**src/sv/esept_pkg.sv**
```systemverilog
// Shared types and constants for the edge segment endpoint tracer.
// Used by esept_ctrl, esept_dp and edge_segment_endpoint_tracer_top.
package esept_pkg;

  localparam int unsigned CfgAw = 4;
  localparam logic [1:0] RegRows   = 2'd0;
  localparam logic [1:0] RegCols   = 2'd1;
  localparam logic [1:0] RegLabels = 2'd2;

  // Commands from the controller to the datapath.
  typedef struct packed {
    logic clr_step;     // clear one entry of marks and tables at clr address
    logic clr_rst;      // reset the clear counter
    logic scan_rst;     // reset scan position to (1,1)
    logic scan_adv;     // advance scan position
    logic rd_scan;      // read label and return mark at scan position
    logic start_walk;   // load walk position from scan, mark outward
    logic rd_nb;        // read neighbor at current offset
    logic nb_next;      // move to next neighbor offset
    logic nb_rst;       // reset neighbor offset
    logic take_nb;      // step to neighbor, mark in the active set
    logic mark_ret;     // mark walk position in return set, begin return walk
    logic rd_norm;      // read normal at walk position
    logic wr_first;     // write first-endpoint entry
    logic wr_second;    // write second-endpoint entry
    logic ret_phase;    // active mark set is the return set
  } cmd_t;

  // Status from the datapath to the controller.
  typedef struct packed {
    logic clr_done;
    logic scan_done;
    logic scan_hit;     // scan pixel is an edge not yet returned
    logic nb_last;      // current offset is the last of the eight
    logic nb_ok;        // neighbor is an edge not yet marked
  } stat_t;

endpackage

```
**src/sv/esept_ctrl.sv**
```systemverilog
// Controller state machine of the tracer: clear, scan, outward and return walks.
// Depends on esept_pkg.
module esept_ctrl import esept_pkg::*; (
  input  logic  clk_i,
  input  logic  rst_ni,
  input  logic  trace_start_i,
  input  stat_t stat_i,
  output cmd_t  cmd_o,
  output logic  busy_o
);

  localparam logic [3:0] SIdle   = 4'd0;
  localparam logic [3:0] SClear  = 4'd1;
  localparam logic [3:0] SScan   = 4'd2;
  localparam logic [3:0] SScanW  = 4'd3;
  localparam logic [3:0] SScanC  = 4'd4;
  localparam logic [3:0] SNbRd   = 4'd5;
  localparam logic [3:0] SNbW    = 4'd6;
  localparam logic [3:0] SNbC    = 4'd7;
  localparam logic [3:0] SEndRd  = 4'd8;
  localparam logic [3:0] SEndW   = 4'd9;
  localparam logic [3:0] SEndWr  = 4'd10;

  logic [3:0] state_q, state_d;
  logic       ret_q, ret_d;
  // Set by reset: the first clearing pass only zeroes the marks and tables and skips the scan.
  logic       boot_q, boot_d;

  always_comb begin
    state_d = state_q;
    ret_d = ret_q;
    boot_d = boot_q;
    cmd_o = '0;
    cmd_o.ret_phase = ret_q;
    case (state_q)
      SIdle: begin
        cmd_o.clr_rst = 1'b1;
        if (trace_start_i) state_d = SClear;
      end
      SClear: begin
        cmd_o.clr_step = 1'b1;
        cmd_o.scan_rst = 1'b1;
        if (stat_i.clr_done) begin
          boot_d = 1'b0;
          state_d = boot_q ? SIdle : SScan;
        end
      end
      SScan: begin
        if (stat_i.scan_done) state_d = SIdle;
        else begin
          cmd_o.rd_scan = 1'b1;
          state_d = SScanW;
        end
      end
      SScanW: state_d = SScanC;
      SScanC: begin
        if (stat_i.scan_hit) begin
          cmd_o.start_walk = 1'b1;
          cmd_o.nb_rst = 1'b1;
          ret_d = 1'b0;
          state_d = SNbRd;
        end else begin
          cmd_o.scan_adv = 1'b1;
          state_d = SScan;
        end
      end
      SNbRd: begin
        cmd_o.rd_nb = 1'b1;
        state_d = SNbW;
      end
      SNbW: state_d = SNbC;
      SNbC: begin
        if (stat_i.nb_ok) begin
          cmd_o.take_nb = 1'b1;
          cmd_o.nb_rst = 1'b1;
          state_d = SNbRd;
        end else if (!stat_i.nb_last) begin
          cmd_o.nb_next = 1'b1;
          state_d = SNbRd;
        end else begin
          state_d = SEndRd;
        end
      end
      SEndRd: begin
        cmd_o.rd_norm = 1'b1;
        if (!ret_q) cmd_o.mark_ret = 1'b1;
        state_d = SEndW;
      end
      SEndW: state_d = SEndWr;
      SEndWr: begin
        cmd_o.nb_rst = 1'b1;
        if (!ret_q) begin
          cmd_o.wr_first = 1'b1;
          ret_d = 1'b1;
          state_d = SNbRd;
        end else begin
          cmd_o.wr_second = 1'b1;
          cmd_o.scan_adv = 1'b1;
          ret_d = 1'b0;
          state_d = SScan;
        end
      end
      default: state_d = SIdle;
    endcase
  end

  always_ff @(posedge clk_i or negedge rst_ni) begin
    if (!rst_ni) begin
      state_q <= SClear;
      ret_q <= 1'b0;
      boot_q <= 1'b1;
    end else begin
      state_q <= state_d;
      ret_q <= ret_d;
      boot_q <= boot_d;
    end
  end

  assign busy_o = state_q != SIdle || trace_start_i;

endmodule

```
**config.mk**
```make
export PLATFORM = sky130hd
export DESIGN_NAME = esept_ctrl
export DESIGN_NICKNAME = d
export VERILOG_FILES = /design/src/sv/esept_pkg.sv /design/src/sv/esept_ctrl.sv
export SDC_FILE = /design/constraint.sdc
export NUM_CORES = 1
export LEC_CHECK = 0
export ABC_AREA = 0
export BUFFER_PORTS_ARGS = -buffer_cell sky130_fd_sc_hd__clkbuf_2
export CORE_MARGIN = 2
export CORE_UTILIZATION = 30
export CTS_CLUSTER_DIAMETER = 200
export DETAILED_ROUTE_END_ITERATION = 6
export HOLD_SLACK_MARGIN = 0.1
export PLACE_DENSITY = 0.51
export SLEW_MARGIN = 5
export SYNTH_ARGS = -nofsm -noshare
export SYNTH_HDL_FRONTEND = slang
export SYNTH_SLANG_ARGS = --single-unit
```
**constraint.sdc**
```tcl
create_clock -name clk_i -period 1.7 [get_ports clk_i]
set_input_delay 0.34 -clock clk_i [delete_from_list [all_inputs] [get_ports clk_i]]
set_output_delay 0.34 -clock clk_i [all_outputs]
set_load 0.01 [all_outputs]
```
==> summary.md, run 1 <==
| Metric | Value |
|---|---|
| Worst Setup Path Type | `reg2out` |
| Area of the mapped netlist | `approximately 570 um^2` |
| CTS Sinks | `6` |
| Master of the slowest instance on the critical path | `sky130_fd_sc_hd__dfrtp_1` |
| Total power per unit cell area | `roughly 1400 mW/mm^2` |
| Tmin final | `~1.7 ns` |
| Cell leakage power | `0.4263 nW` |
| Ordered cell list for the critical path | `and2b_1 -> a32oi_1 -> nor2_1 -> buf_2` |
| Cell family contributing the most delay on the critical path | `simple AND/OR/NAND/NOR gates` |
| Effective utilization at floorplan | `between 30 and 40%` |
| Average wire length per cell after detail routing | `12.09 um` |
| Number of cells traversed by the worst hold path | `2` |
| DIE HEIGHT | `~47 um` |
| Post-detailed-placement cell area | `around 690 um^2` |
| Via count | `661` |
| Initial antenna violation count | `0` |
| HP Class | `in2reg` |
| DIE WIDTH | `~47 um` |
| Max Slew Vio Count | `0` |
| Number of filler cells placed in the layout | `approximately 170` |
| RSZ-0062 raised after global routing | `true` |
| Power Total | `1.284 mW` |
| Hpwl dp | `between 1000 and 1500 um` |
| Cell variety after synth | `32` |
| Arrival time worst endpoint | `about 1.4 ns` |
| Startpoint of the lowest-slack register-to-register path | `state_q[2]$_DFFE_PN0P_` |
| Global Route Usage Sum | `14.21%` |
| Worst IR Drop VDD | `around 0.00066 V` |
| Final period util | `~100%` |
| Layout cells sized above 1 | `52.78%` |
| Finished Cell Area | `889.6 um^2` |
| Via count of the first global-routing pass | `between 500 and 600` |
| Worst setup skew after layout | `0.004936 ns` |
| Final nets | `117` |
| H-tree depth | `1` |
| Number of standard cells after synthesis | `72` |
| Congestion Overflow GR | `0` |
| Setup Viol. Count Final | `0` |
| Number of buffers on the longest clock path | `2` |
| Routability cong. | `0.8016` |
| Critical path fanouts, max | `5` |
| Clock buffers created by TritonCTS | `3` |
| Type of element launching the critical path | `flip-flop` |
| Antenna cells | `0` |
| Yosys warns | `0` |
| Hold EP | `boot_q$_DFFE_PN1P_` |
| Critical R2R Capture | `state_q[0]$_DFFE_PN1P_` |
| Post-route worst hold slack | `approximately 0.31 ns` |
| MaxCap Viol Count | `0` |
| Buffers and inverters on the worst path | `1` |
| Remaining routing DRC violations | `0` |
| Reg clk slew, reported paths | `roughly 0.05 ns` |
| DR pass1 iterations | `4` |
| Largest net degree at the start of global routing | `12` |
| Area of the die | `~0.0022 mm^2` |
| Residual antenna-violating net count after detailed routing | `0` |
| Register cell area after layout | `roughly 150 um^2` |
| Post-Route WL | `between 1500 and 2000 um` |
| Clock tree from TritonCTS | `built` |
| Core ar. | `between 0.0015 and 0.002 mm^2` |
| Final standard cell utilization of the core | `between 50% and 60%` |
| Clock root buffer | `sky130_fd_sc_hd__clkbuf_4` |
| Number of vias per cell | `approximately 5` |
| Port Buffer Count | `23` |
| FF-to-FF setup slack | `between 0.2 and 0.25 ns` |
| I/O pin total | `24` |
| First-pass GRT wire length | `2242 um` |
| Most common cell after layout, fill and taps aside | `sky130_fd_sc_hd__clkbuf_2` |
| Outcome | `finished, final reports clean` |
| Endpoint class of the critical path | `output port` |
| Clock latency reported for the late side of the worst-skew pair | `roughly 0.24 ns` |
| Average cell area after synthesis | `about 7.9 um^2` |
| Top library cells by usage in the layout, fill and taps aside | `sky130_fd_sc_hd__clkbuf_2, sky130_fd_sc_hd__buf_4, sky130_fd_sc_hd__nor2_1` |
| Max Clk Rate | `approximately 0.59 GHz` |
| Layout Area Growth over Synthesis | `57.30%` |
| Critical hold path startpoint | `stat_i[4]` |
| Required time at the endpoint of the critical path | `about 1.4 ns` |
| Crit. Startpoint | `state_q[2]$_DFFE_PN0P_` |
| Maximum cell stage delay along the critical path | `0.42 ns` |
| Actual transition at the worst max-transition pin | `around 0.26 ns` |
| Count of final hold-check violations | `0` |
| DRC marker count from the first detailed-route iteration | `12` |
| FF+latch count, synth | `6` |
| Multi-input gate area in the final layout | `roughly 410 um^2` |
| Logic depth of the worst register-to-register path | `6` |
| Mapped Nets | `80` |
| Rel. slew slack | `between 80% and 90%` |
| Number of cell rows | `15` |
| Seq/Total Area, Yosys | `a little over a quarter` |
==> report_power, final <==
part	internal, mW	switching (mW)	total (mW)	leakage (nW)
sequential	0.189	0.0443	0.233	0.0744
combinational	0.453	0.461	0.914	0.337
clock	0.0887	0.0480	0.137	0.0150
total	0.731	0.553	1.28	0.426
==> registers in the layout, summed over array words and instances (netlist names) <==
| register | cells |
|---|---|
| boot_q | 1 |
| ret_q | 1 |
| state_q | 4 |
==> repair_timing <==
item,4_1_cts,5_1_grt
endpoints found under the setup margin,8,7
setup buffers,6,6
pin swaps,0,6
gates resized for setup,9,14
hold buffers,1,0
hold endpoints to repair,4,0
==> how the worst max path moves through the flow <==
stage,end,cells after the start
finish,cmd_o[11],4
detailed placement,cmd_o[12],3
global placement,busy_o,4
global route,cmd_o[6],5
floorplan,cmd_o[14],3
CTS,cmd_o[6],5
==> Yosys cell counts <==
cell / n / area (um^2)
sky130_fd_sc_hd__nor2_1: 11 / 41.29
sky130_fd_sc_hd__nor3_1: 6 / 30.03
sky130_fd_sc_hd__inv_1: 5 / 18.77
sky130_fd_sc_hd__dfrtp_1: 4 / 100.1
sky130_fd_sc_hd__nand2b_1: 4 / 25.02
sky130_fd_sc_hd__nor2b_1: 4 / 25.02
sky130_fd_sc_hd__a21oi_1: 3 / 15.01
sky130_fd_sc_hd__buf_4: 3 / 22.52
sky130_fd_sc_hd__o22ai_1: 3 / 18.77
sky130_fd_sc_hd__a31oi_1: 2 / 12.51
sky130_fd_sc_hd__and2b_1: 2 / 15.01
sky130_fd_sc_hd__and3_1: 2 / 12.51
sky130_fd_sc_hd__buf_2: 2 / 10.01
sky130_fd_sc_hd__buf_6: 2 / 22.52
sky130_fd_sc_hd__dfstp_2: 2 / 52.55
sky130_fd_sc_hd__a211oi_1: 1 / 7.510
sky130_fd_sc_hd__a21boi_0: 1 / 7.510
sky130_fd_sc_hd__a221o_1: 1 / 10.01
sky130_fd_sc_hd__a2bb2oi_1: 1 / 8.760
sky130_fd_sc_hd__a2bb2oi_2: 1 / 15.01
sky130_fd_sc_hd__a32oi_1: 1 / 8.760
sky130_fd_sc_hd__mux2i_1: 1 / 10.01
sky130_fd_sc_hd__nand2b_4: 1 / 13.76
sky130_fd_sc_hd__nand3_1: 1 / 5.000
sky130_fd_sc_hd__nand3b_1: 1 / 7.510
sky130_fd_sc_hd__nor4_1: 1 / 6.260
sky130_fd_sc_hd__o21a_1: 1 / 7.510
sky130_fd_sc_hd__o21ai_0: 1 / 5.000
sky130_fd_sc_hd__o21bai_1: 1 / 7.510
sky130_fd_sc_hd__o32ai_1: 1 / 8.760
sky130_fd_sc_hd__or2_2: 1 / 6.260
sky130_fd_sc_hd__xor2_1: 1 / 8.760
==> cell families after synthesis <==
logic type / count (synthesis) / synth area share [%]
and+or+nand+nor: 34 / 33.18
AOI/OAI and AO/OA: 18 / 23.45
buffers and inverters: 12 / 13.05
DFF: 6 / 26.99
xor gates and xnor gates: 1 / 1.549
muxes: 1 / 1.770
==> metal layers <==
metal	vias up	part of all wire, %	global-route usage, %
met5	-	0	0
met2	16	49	22.43
met3	2	4.4	3.396
met4	0	0.75	7.222
met1	310	46	18.01
li1	333	-	-
==> layout make-up <==
type                       instances  area share (%)
multi-input combinational         54           46.27
timing repair buffer              39           27.99
sequential                         6           17.16
tap                               25           3.516
clock buffer                       4           2.954
inverter                           5           2.110
==> through the flow <==
stage	std cells	worst slack (ns)	TNS, ns
4_1_cts	128	-0.006851	-0.006851
5_1_grt	133	-0.07279	-0.1386
6_report	133	0.004771	0
2_1_floorplan	72	0.09326	0
3_5_place_dp	117	0.1510	0
3_3_place_gp	117	0.1844	0
Note: power is estimated with default switching activity, not from simulation.
==> run 2, diff against run 1 <==
--- a/config.mk
+++ b/config.mk
@@ -7,7 +7,7 @@
 export LEC_CHECK = 0
 export ABC_AREA = 0
 export BUFFER_PORTS_ARGS = -buffer_cell sky130_fd_sc_hd__clkbuf_2
-export CORE_MARGIN = 2
+export CORE_MARGIN = 5
 export CORE_UTILIZATION = 30
 export CTS_CLUSTER_DIAMETER = 200
 export DETAILED_ROUTE_END_ITERATION = 6
==> run 2 against run 1 <==
The run now ends with setup timing left. First-iteration DRC count grew 50%. Sequential cell count is the same. Highest routed layer is now met3. Critical path type unchanged. Non-clock buffer count is the same. Power shrank 4.3%. Critical path depth is the same.
==> summary.md, run 2 (synthesis results as in run 1) <==
| Metric | Value |
|---|---|
| Area of the die | `between 0.002 and 0.003 mm^2` |
| Routability cong. | `about 0.77` |
| CTS Sinks | `6` |
| RSZ-0062 raised after global routing | `true` |
| Effective utilization at floorplan | `32.06%` |
| Actual transition at the worst max-transition pin | `around 0.27 ns` |
| DRC marker count from the first detailed-route iteration | `18` |
| Critical hold path startpoint | `stat_i[4]` |
| Remaining routing DRC violations | `0` |
| Number of vias per cell | `4.812` |
| Sequential share of power | `20.2%` |
| Largest net degree at the start of global routing | `15` |
| Net Sw Power | `roughly 530 uW` |
| Layout cells sized above 1 | `51.85%` |
| Outcome | `finished, violations left` |
| Post-Route WL | `1641 um` |
| Setup slack after placement | `0.08839 ns` |
| Sw Ratio | `42.83%` |
| Number of cell rows | `15` |
| Max Clk Rate | `between 0.5 and 0.6 GHz` |
| Type of element launching the critical path | `flip-flop` |
| Hold EP | `boot_q$_DFFE_PN1P_` |
| Non-filler cells, final | `around 130` |
| HP Class | `in2reg` |
| TNS Setup | `-0.007678 ns` |
| Clock root buffer | `sky130_fd_sc_hd__clkbuf_4` |
| I/O pin total | `24` |
| Setup Viol. Count Final | `1` |
| Via count of the first global-routing pass | `roughly 580` |
| Post-detailed-placement cell area | `694.4 um^2` |
| Congestion Overflow GR | `0` |
| Arrival time worst endpoint | `about 1.4 ns` |
| Startpoint of the lowest-slack register-to-register path | `state_q[3]$_DFFE_PN0P_` |
| Clock buffers created by TritonCTS | `3` |
| H-tree depth | `1` |
| Tmin final | `1.708 ns` |
| Endpoint class of the critical path | `output port` |
| DR pass1 iterations | `4` |
| Master of the slowest instance on the critical path | `sky130_fd_sc_hd__dfrtp_2` |
| Logic depth of the worst register-to-register path | `5` |
| Final period util | `100.5%` |
| Failing checks | `setup timing` |
| Cell family contributing the most delay on the critical path | `flip-flops` |
| Critical R2R Capture | `state_q[2]$_DFFE_PN0P_` |
| Cell leakage power | `approximately 0.42 nW` |
| Number of buffers on the longest clock path | `2` |
| Average wire length per cell after detail routing | `~12 um` |
| Critical path fanouts, max | `8` |
| DIE HEIGHT | `53.42 um` |
| DIE WIDTH | `53.42 um` |
| Worst Setup Path Type | `reg2out` |
| Core ar. | `around 0.0018 mm^2` |
| Cell Int Power | `702.7 uW` |
| Final nets | `~120` |
| Antenna cells | `0` |
| Worst IR Drop VDD | `slightly above 0.0007 V` |
| Buffers and inverters on the worst path | `1` |
| Clock group share of total power | `roughly 11%` |
| Leading registers by flop count | `state_q: 4 flops, boot_q: 1 flops, ret_q: 1 flops` |
| FF-to-FF setup slack | `0.26 ns` |
| Count of final hold-check violations | `0` |
| MaxCap Viol Count | `0` |
| Worst setup skew after layout | `around 0.0062 ns` |
| Initial antenna violation count | `0` |
| Setup ws final | `-0.007678 ns` |
| Part of the total power dissipated in combinational logic | `slightly below 70%` |
| Top library cells by usage in the layout, fill and taps aside | `sky130_fd_sc_hd__clkbuf_2, sky130_fd_sc_hd__buf_4, sky130_fd_sc_hd__nor2_1` |
| Max reg flops | `4` |
| Layout Area Growth over Synthesis | `52.65%` |
| Number of cells traversed by the worst hold path | `2` |
| Reg clk slew, reported paths | `0.05 ns` |
| Residual antenna-violating net count after detailed routing | `0` |
| Maximum cell stage delay along the critical path | `roughly 0.43 ns` |
| Ordered cell list for the critical path | `and2b_2 -> a32oi_1 -> nor2_1 -> buf_2` |
| Cell count after placement | `between 100 and 150` |
| Total power per unit cell area | `around 1400 mW/mm^2` |
| Clock latency reported for the late side of the worst-skew pair | `~0.24 ns` |
| Register containing the most flip-flops in the final layout | `state_q` |
| Required time at the endpoint of the critical path | `1.36 ns` |
| Max Slew Vio Count | `0` |
| Most common cell after layout, fill and taps aside | `sky130_fd_sc_hd__clkbuf_2` |
| Via count | `640` |
| Hpwl dp | `about 1100 um` |
| Rel. slew slack | `between 80 and 90%` |
| Finished Cell Area | `between 800 and 900 um^2` |
| Clock tree from TritonCTS | `built` |
| First-pass GRT wire length | `between 2000 and 3000 um` |
| Power Total | `~1.2 mW` |
| Global Route Usage Sum | `a little under an eighth` |
| Port Buffer Count | `23` |
[run 2: cell counts in the layout (fill, tap and decap cells not counted)]
No cell type changed its count.
[run 2: metal layers]
layer	vias to the layer above	wire length (um)	global-route usage [%]
met3	0	143	1.127
met4	0	0	3.830
met1	294	719	15.51
met5	-	0	0
li1	324	-	-
met2	22	779	20.41
[run 2: stage by stage]
step	hold WS, ns	util [%]
after floorplan	0.04441	-
after global placement	0.1706	39.36
after detailed placement	0.1690	39.36
after CTS	0.2937	45.53
after global routing	0.3496	48.94
final	0.3005	48.94
[run 2: final cells by class]
class	count	area, um^2
sequential	6	155.1
timing repair buffer	39	245.2
multi-input combinational	54	386.6
inverter	5	18.77
fill	193	900.9
clock buffer	4	26.28
tap	25	31.28
[run 2: worst max path at each step]
stage | endpoint | cells past startpoint | start
detailed placement | cmd_o[14] | 3 | state_q[0]$_DFFE_PN1P_
global route | cmd_o[7] | 4 | state_q[3]$_DFFE_PN0P_
floorplan | cmd_o[14] | 3 | state_q[0]$_DFFE_PN1P_
finish | cmd_o[11] | 4 | state_q[3]$_DFFE_PN0P_
global placement | cmd_o[12] | 3 | state_q[0]$_DFFE_PN1P_
CTS | cmd_o[11] | 4 | state_q[2]$_DFFE_PN0P_
[run 2: worst register-to-register path, stage by stage (launching register included)]
cell and delay (ns):
sky130_fd_sc_hd__dfrtp_2 0.45, sky130_fd_sc_hd__and2b_2 0.30, sky130_fd_sc_hd__nand3_4 0.10, sky130_fd_sc_hd__buf_4 0.14
sky130_fd_sc_hd__o22ai_1 0.20, sky130_fd_sc_hd__o21bai_1 0.16
[run 2: what timing repair did]
action | 4_1_cts | 5_1_grt
endpoints found under the hold margin | 4 | 0
endpoints found under the setup margin | 9 | 11
setup buffers | 6 | 4
hold buffers | 1 | 0
gates resized for setup | 9 | 12
pin swaps | 0 | 4
[run 2: power by group through the flow]
stage,registers (mW),logic [mW],clock network (mW)
floorplan,0.226,0.489,0
global placement,0.276,0.629,0
detailed placement,0.272,0.622,0
CTS,0.243,0.748,0.144
global route,0.256,0.919,0.155
finish,0.248,0.845,0.136
==> run 3, diff against run 2 <==
--- a/config.mk
+++ b/config.mk
@@ -13,6 +13,7 @@
 export DETAILED_ROUTE_END_ITERATION = 6
 export HOLD_SLACK_MARGIN = 0.1
 export PLACE_DENSITY = 0.51
+export SKIP_LAST_GASP = 1
 export SLEW_MARGIN = 5
 export SYNTH_ARGS = -nofsm -noshare
 export SYNTH_HDL_FRONTEND = slang
==> run 3 against run 2 <==
The run now ends clean. Sequential cell count stayed put. Maximum frequency is 0.64% higher. Via count is 1.6% higher. Die area stayed put. Final area is 0.14% higher. Sequential share of layout area hardly changed. Sequential power is 2% lower. Global-route usage is 0.23 points lower. Critical endpoint unchanged.
==> summary.md, run 3 (synthesis results as in run 1) <==
| Metric | Value |
|---|---|
| Top library cells by usage in the layout, fill and taps aside | `sky130_fd_sc_hd__clkbuf_2, sky130_fd_sc_hd__buf_4, sky130_fd_sc_hd__nor2_1` |
| Power Total | `about 1.2 mW` |
| Clock latency reported for the late side of the worst-skew pair | `between 0.2 and 0.25 ns` |
| Leading registers by flop count | `state_q: 4 flops, boot_q: 1 flops, ret_q: 1 flops` |
| Max reg flops | `4` |
| RSZ-0062 raised after global routing | `true` |
| Setup slack after placement | `about 0.09 ns` |
| Effective utilization at floorplan | `between 30% and 40%` |
| I/O pin total | `24` |
| Largest net degree at the start of global routing | `15` |
| Final nets | `between 100 and 150` |
| Global Route Usage Sum | `11.72%` |
| Via count | `650` |
| Worst setup skew after layout | `0.006748 ns` |
| Tmin final | `about 1.7 ns` |
| Number of cell rows | `15` |
| Outcome | `finished, final reports clean` |
| Critical path fanouts, max | `8` |
| Setup Viol. Count Final | `0` |
| Average wire length per cell after detail routing | `~12 um` |
| Non-filler cells, final | `~130` |
| Clock root buffer | `sky130_fd_sc_hd__clkbuf_4` |
| Max Slew Vio Count | `0` |
| Total power per unit cell area | `roughly 1400 mW/mm^2` |
| Core ar. | `between 0.0015 and 0.002 mm^2` |
| MaxCap Viol Count | `0` |
| Sequential share of power | `19.6%` |
| DRC marker count from the first detailed-route iteration | `24` |
| Cell count after placement | `approximately 120` |
| Worst IR Drop VDD | `roughly 0.00070 V` |
| Most used routing layer in global routing | `met2` |
| Required time at the endpoint of the critical path | `around 1.4 ns` |
| Final period util | `~100%` |
| Antenna cells | `0` |
| Final standard cell utilization of the core | `approximately half` |
| Sw Ratio | `42.44%` |
| Arrival time worst endpoint | `between 1 and 1.5 ns` |
| H-tree depth | `1` |
| DIE HEIGHT | `approximately 53 um` |
| TNS Setup | `0 ns` |
| Endpoint class of the critical path | `output port` |
| Hpwl dp | `between 1000 and 1500 um` |
| Congestion Overflow GR | `0` |
| Worst Setup Path Type | `reg2out` |
| Global routing usage on met1 | `between 15 and 20%` |
| Actual transition at the worst max-transition pin | `0.2718 ns` |
| Net Sw Power | `527.7 uW` |
| CTS Sinks | `6` |
| Max Clk Rate | `0.5893 GHz` |
| Type of element launching the critical path | `flip-flop` |
| Area of the die | `around 0.0029 mm^2` |
| Clock tree from TritonCTS | `built` |
| Number of filler cells placed in the layout | `190` |
| Port Buffer Count | `23` |
| Clock buffers created by TritonCTS | `3` |
| Part of the total power dissipated in combinational logic | `a little over two thirds` |
| Layout Area Growth over Synthesis | `52.88%` |
| Reg clk slew, reported paths | `0.05 ns` |
| Cell Int Power | `approximately 700 uW` |
| Rel. slew slack | `between 80% and 90%` |
| Post-Route WL | `around 1600 um` |
| Cell leakage power | `about 0.42 nW` |
| GR met3 Demand/Resource | `roughly 1.1%` |
| Clock group share of total power | `a little over a tenth` |
| Most common cell after layout, fill and taps aside | `sky130_fd_sc_hd__clkbuf_2` |
| DR pass1 iterations | `4` |
| HP Class | `in2reg` |
| Via count of the first global-routing pass | `about 580` |
| Met2 Resource Use GR | `about a fifth` |
| Number of buffers on the longest clock path | `2` |
| Setup ws final | `about 0.0032 ns` |
| Number of vias per cell | `approximately 4.9` |
| DIE WIDTH | `around 53 um` |
| Initial antenna violation count | `0` |
| Count of final hold-check violations | `0` |
| Layout cells sized above 1 | `a little over half` |
| Register containing the most flip-flops in the final layout | `state_q` |
| First-pass GRT wire length | `2539 um` |
| Remaining routing DRC violations | `0` |
| Routability cong. | `between 0.7 and 0.8` |
| Residual antenna-violating net count after detailed routing | `0` |
[run 3: changes by cell type in the layout (fill, tap and decap cells not counted)]
cell                       previous run  this run
sky130_fd_sc_hd__buf_12               0         1
sky130_fd_sc_hd__or2_4                1         0
sky130_fd_sc_hd__buf_4               13        12
sky130_fd_sc_hd__buf_2                5         4
sky130_fd_sc_hd__buf_6                2         1
sky130_fd_sc_hd__nor2b_1              4         3
sky130_fd_sc_hd__clkbuf_2            18        19
sky130_fd_sc_hd__nor2b_2              0         1
sky130_fd_sc_hd__or2_2                0         1
[run 3: repair_timing]
action | in CTS | in global routing
pin swaps | 0 | 3
hold buffers | 1 | 0
hold endpoints to repair | 4 | 0
endpoints found under the setup margin | 9 | 11
resized for setup | 7 | 13
setup buffers | 6 | 3
gates cloned | 0 | 0
[run 3: per-layer routing]
layer  up-vias  wire, um
met5         -         0
met4         0         0
met3         0       143
met2        31       767
met1       296       713
li1        323         -
[run 3: worst max-delay path: stages (launching register included)]
cell                       delay [ns]
sky130_fd_sc_hd__dfrtp_2         0.45
sky130_fd_sc_hd__and2b_2         0.30
sky130_fd_sc_hd__a32oi_1         0.08
sky130_fd_sc_hd__nor2_1          0.14
sky130_fd_sc_hd__clkbuf_2        0.15
[run 3: area by class of cell]
class                      instances  area (um^2)  area share [%]
clock buffer                       4        26.28           3.039
inverter                           5        18.77           2.171
multi-input combinational         54        386.6           44.72
sequential                         6        155.1           17.95
tap                               25        31.28           3.618
timing repair buffer              38        246.5           28.51
[run 3: power groups by stage]
stage | Combinational (mW) | Clock, mW | Sequential [mW]
finish | 0.865 | 0.135 | 0.243
global route | 0.947 | 0.156 | 0.250
CTS | 0.741 | 0.144 | 0.242
detailed placement | 0.622 | 0 | 0.272
global placement | 0.629 | 0 | 0.276
floorplan | 0.489 | 0 | 0.226
[run 3: worst paths after layout]
path	startpoint	endpoint	slack [ns]	cells after the start
worst max-delay path	state_q[3]$_DFFE_PN0P_	cmd_o[11]	0.003	4
worst min-delay path	stat_i[4]	boot_q$_DFFE_PN1P_	0.30	2
worst max register to register	state_q[2]$_DFFE_PN0P_	state_q[0]$_DFFE_PN1P_	0.26	5
worst min register to register	boot_q$_DFFE_PN1P_	boot_q$_DFFE_PN1P_	0.49	1
max in group asynchronous	rst_ni	state_q[0]$_DFFE_PN1P_	1.02	2
min in group asynchronous	rst_ni	ret_q$_DFFE_PN0P_	0.45	2
[run 3: through the flow]
step                      area, um^2  hold slack [ns]
final                          864.6           0.2983
after global routing           864.6           0.3381
after CTS                      795.8           0.2937
after detailed placement       694.4           0.1690
after global placement         694.4           0.1706
after floorplan                565.5          0.04441
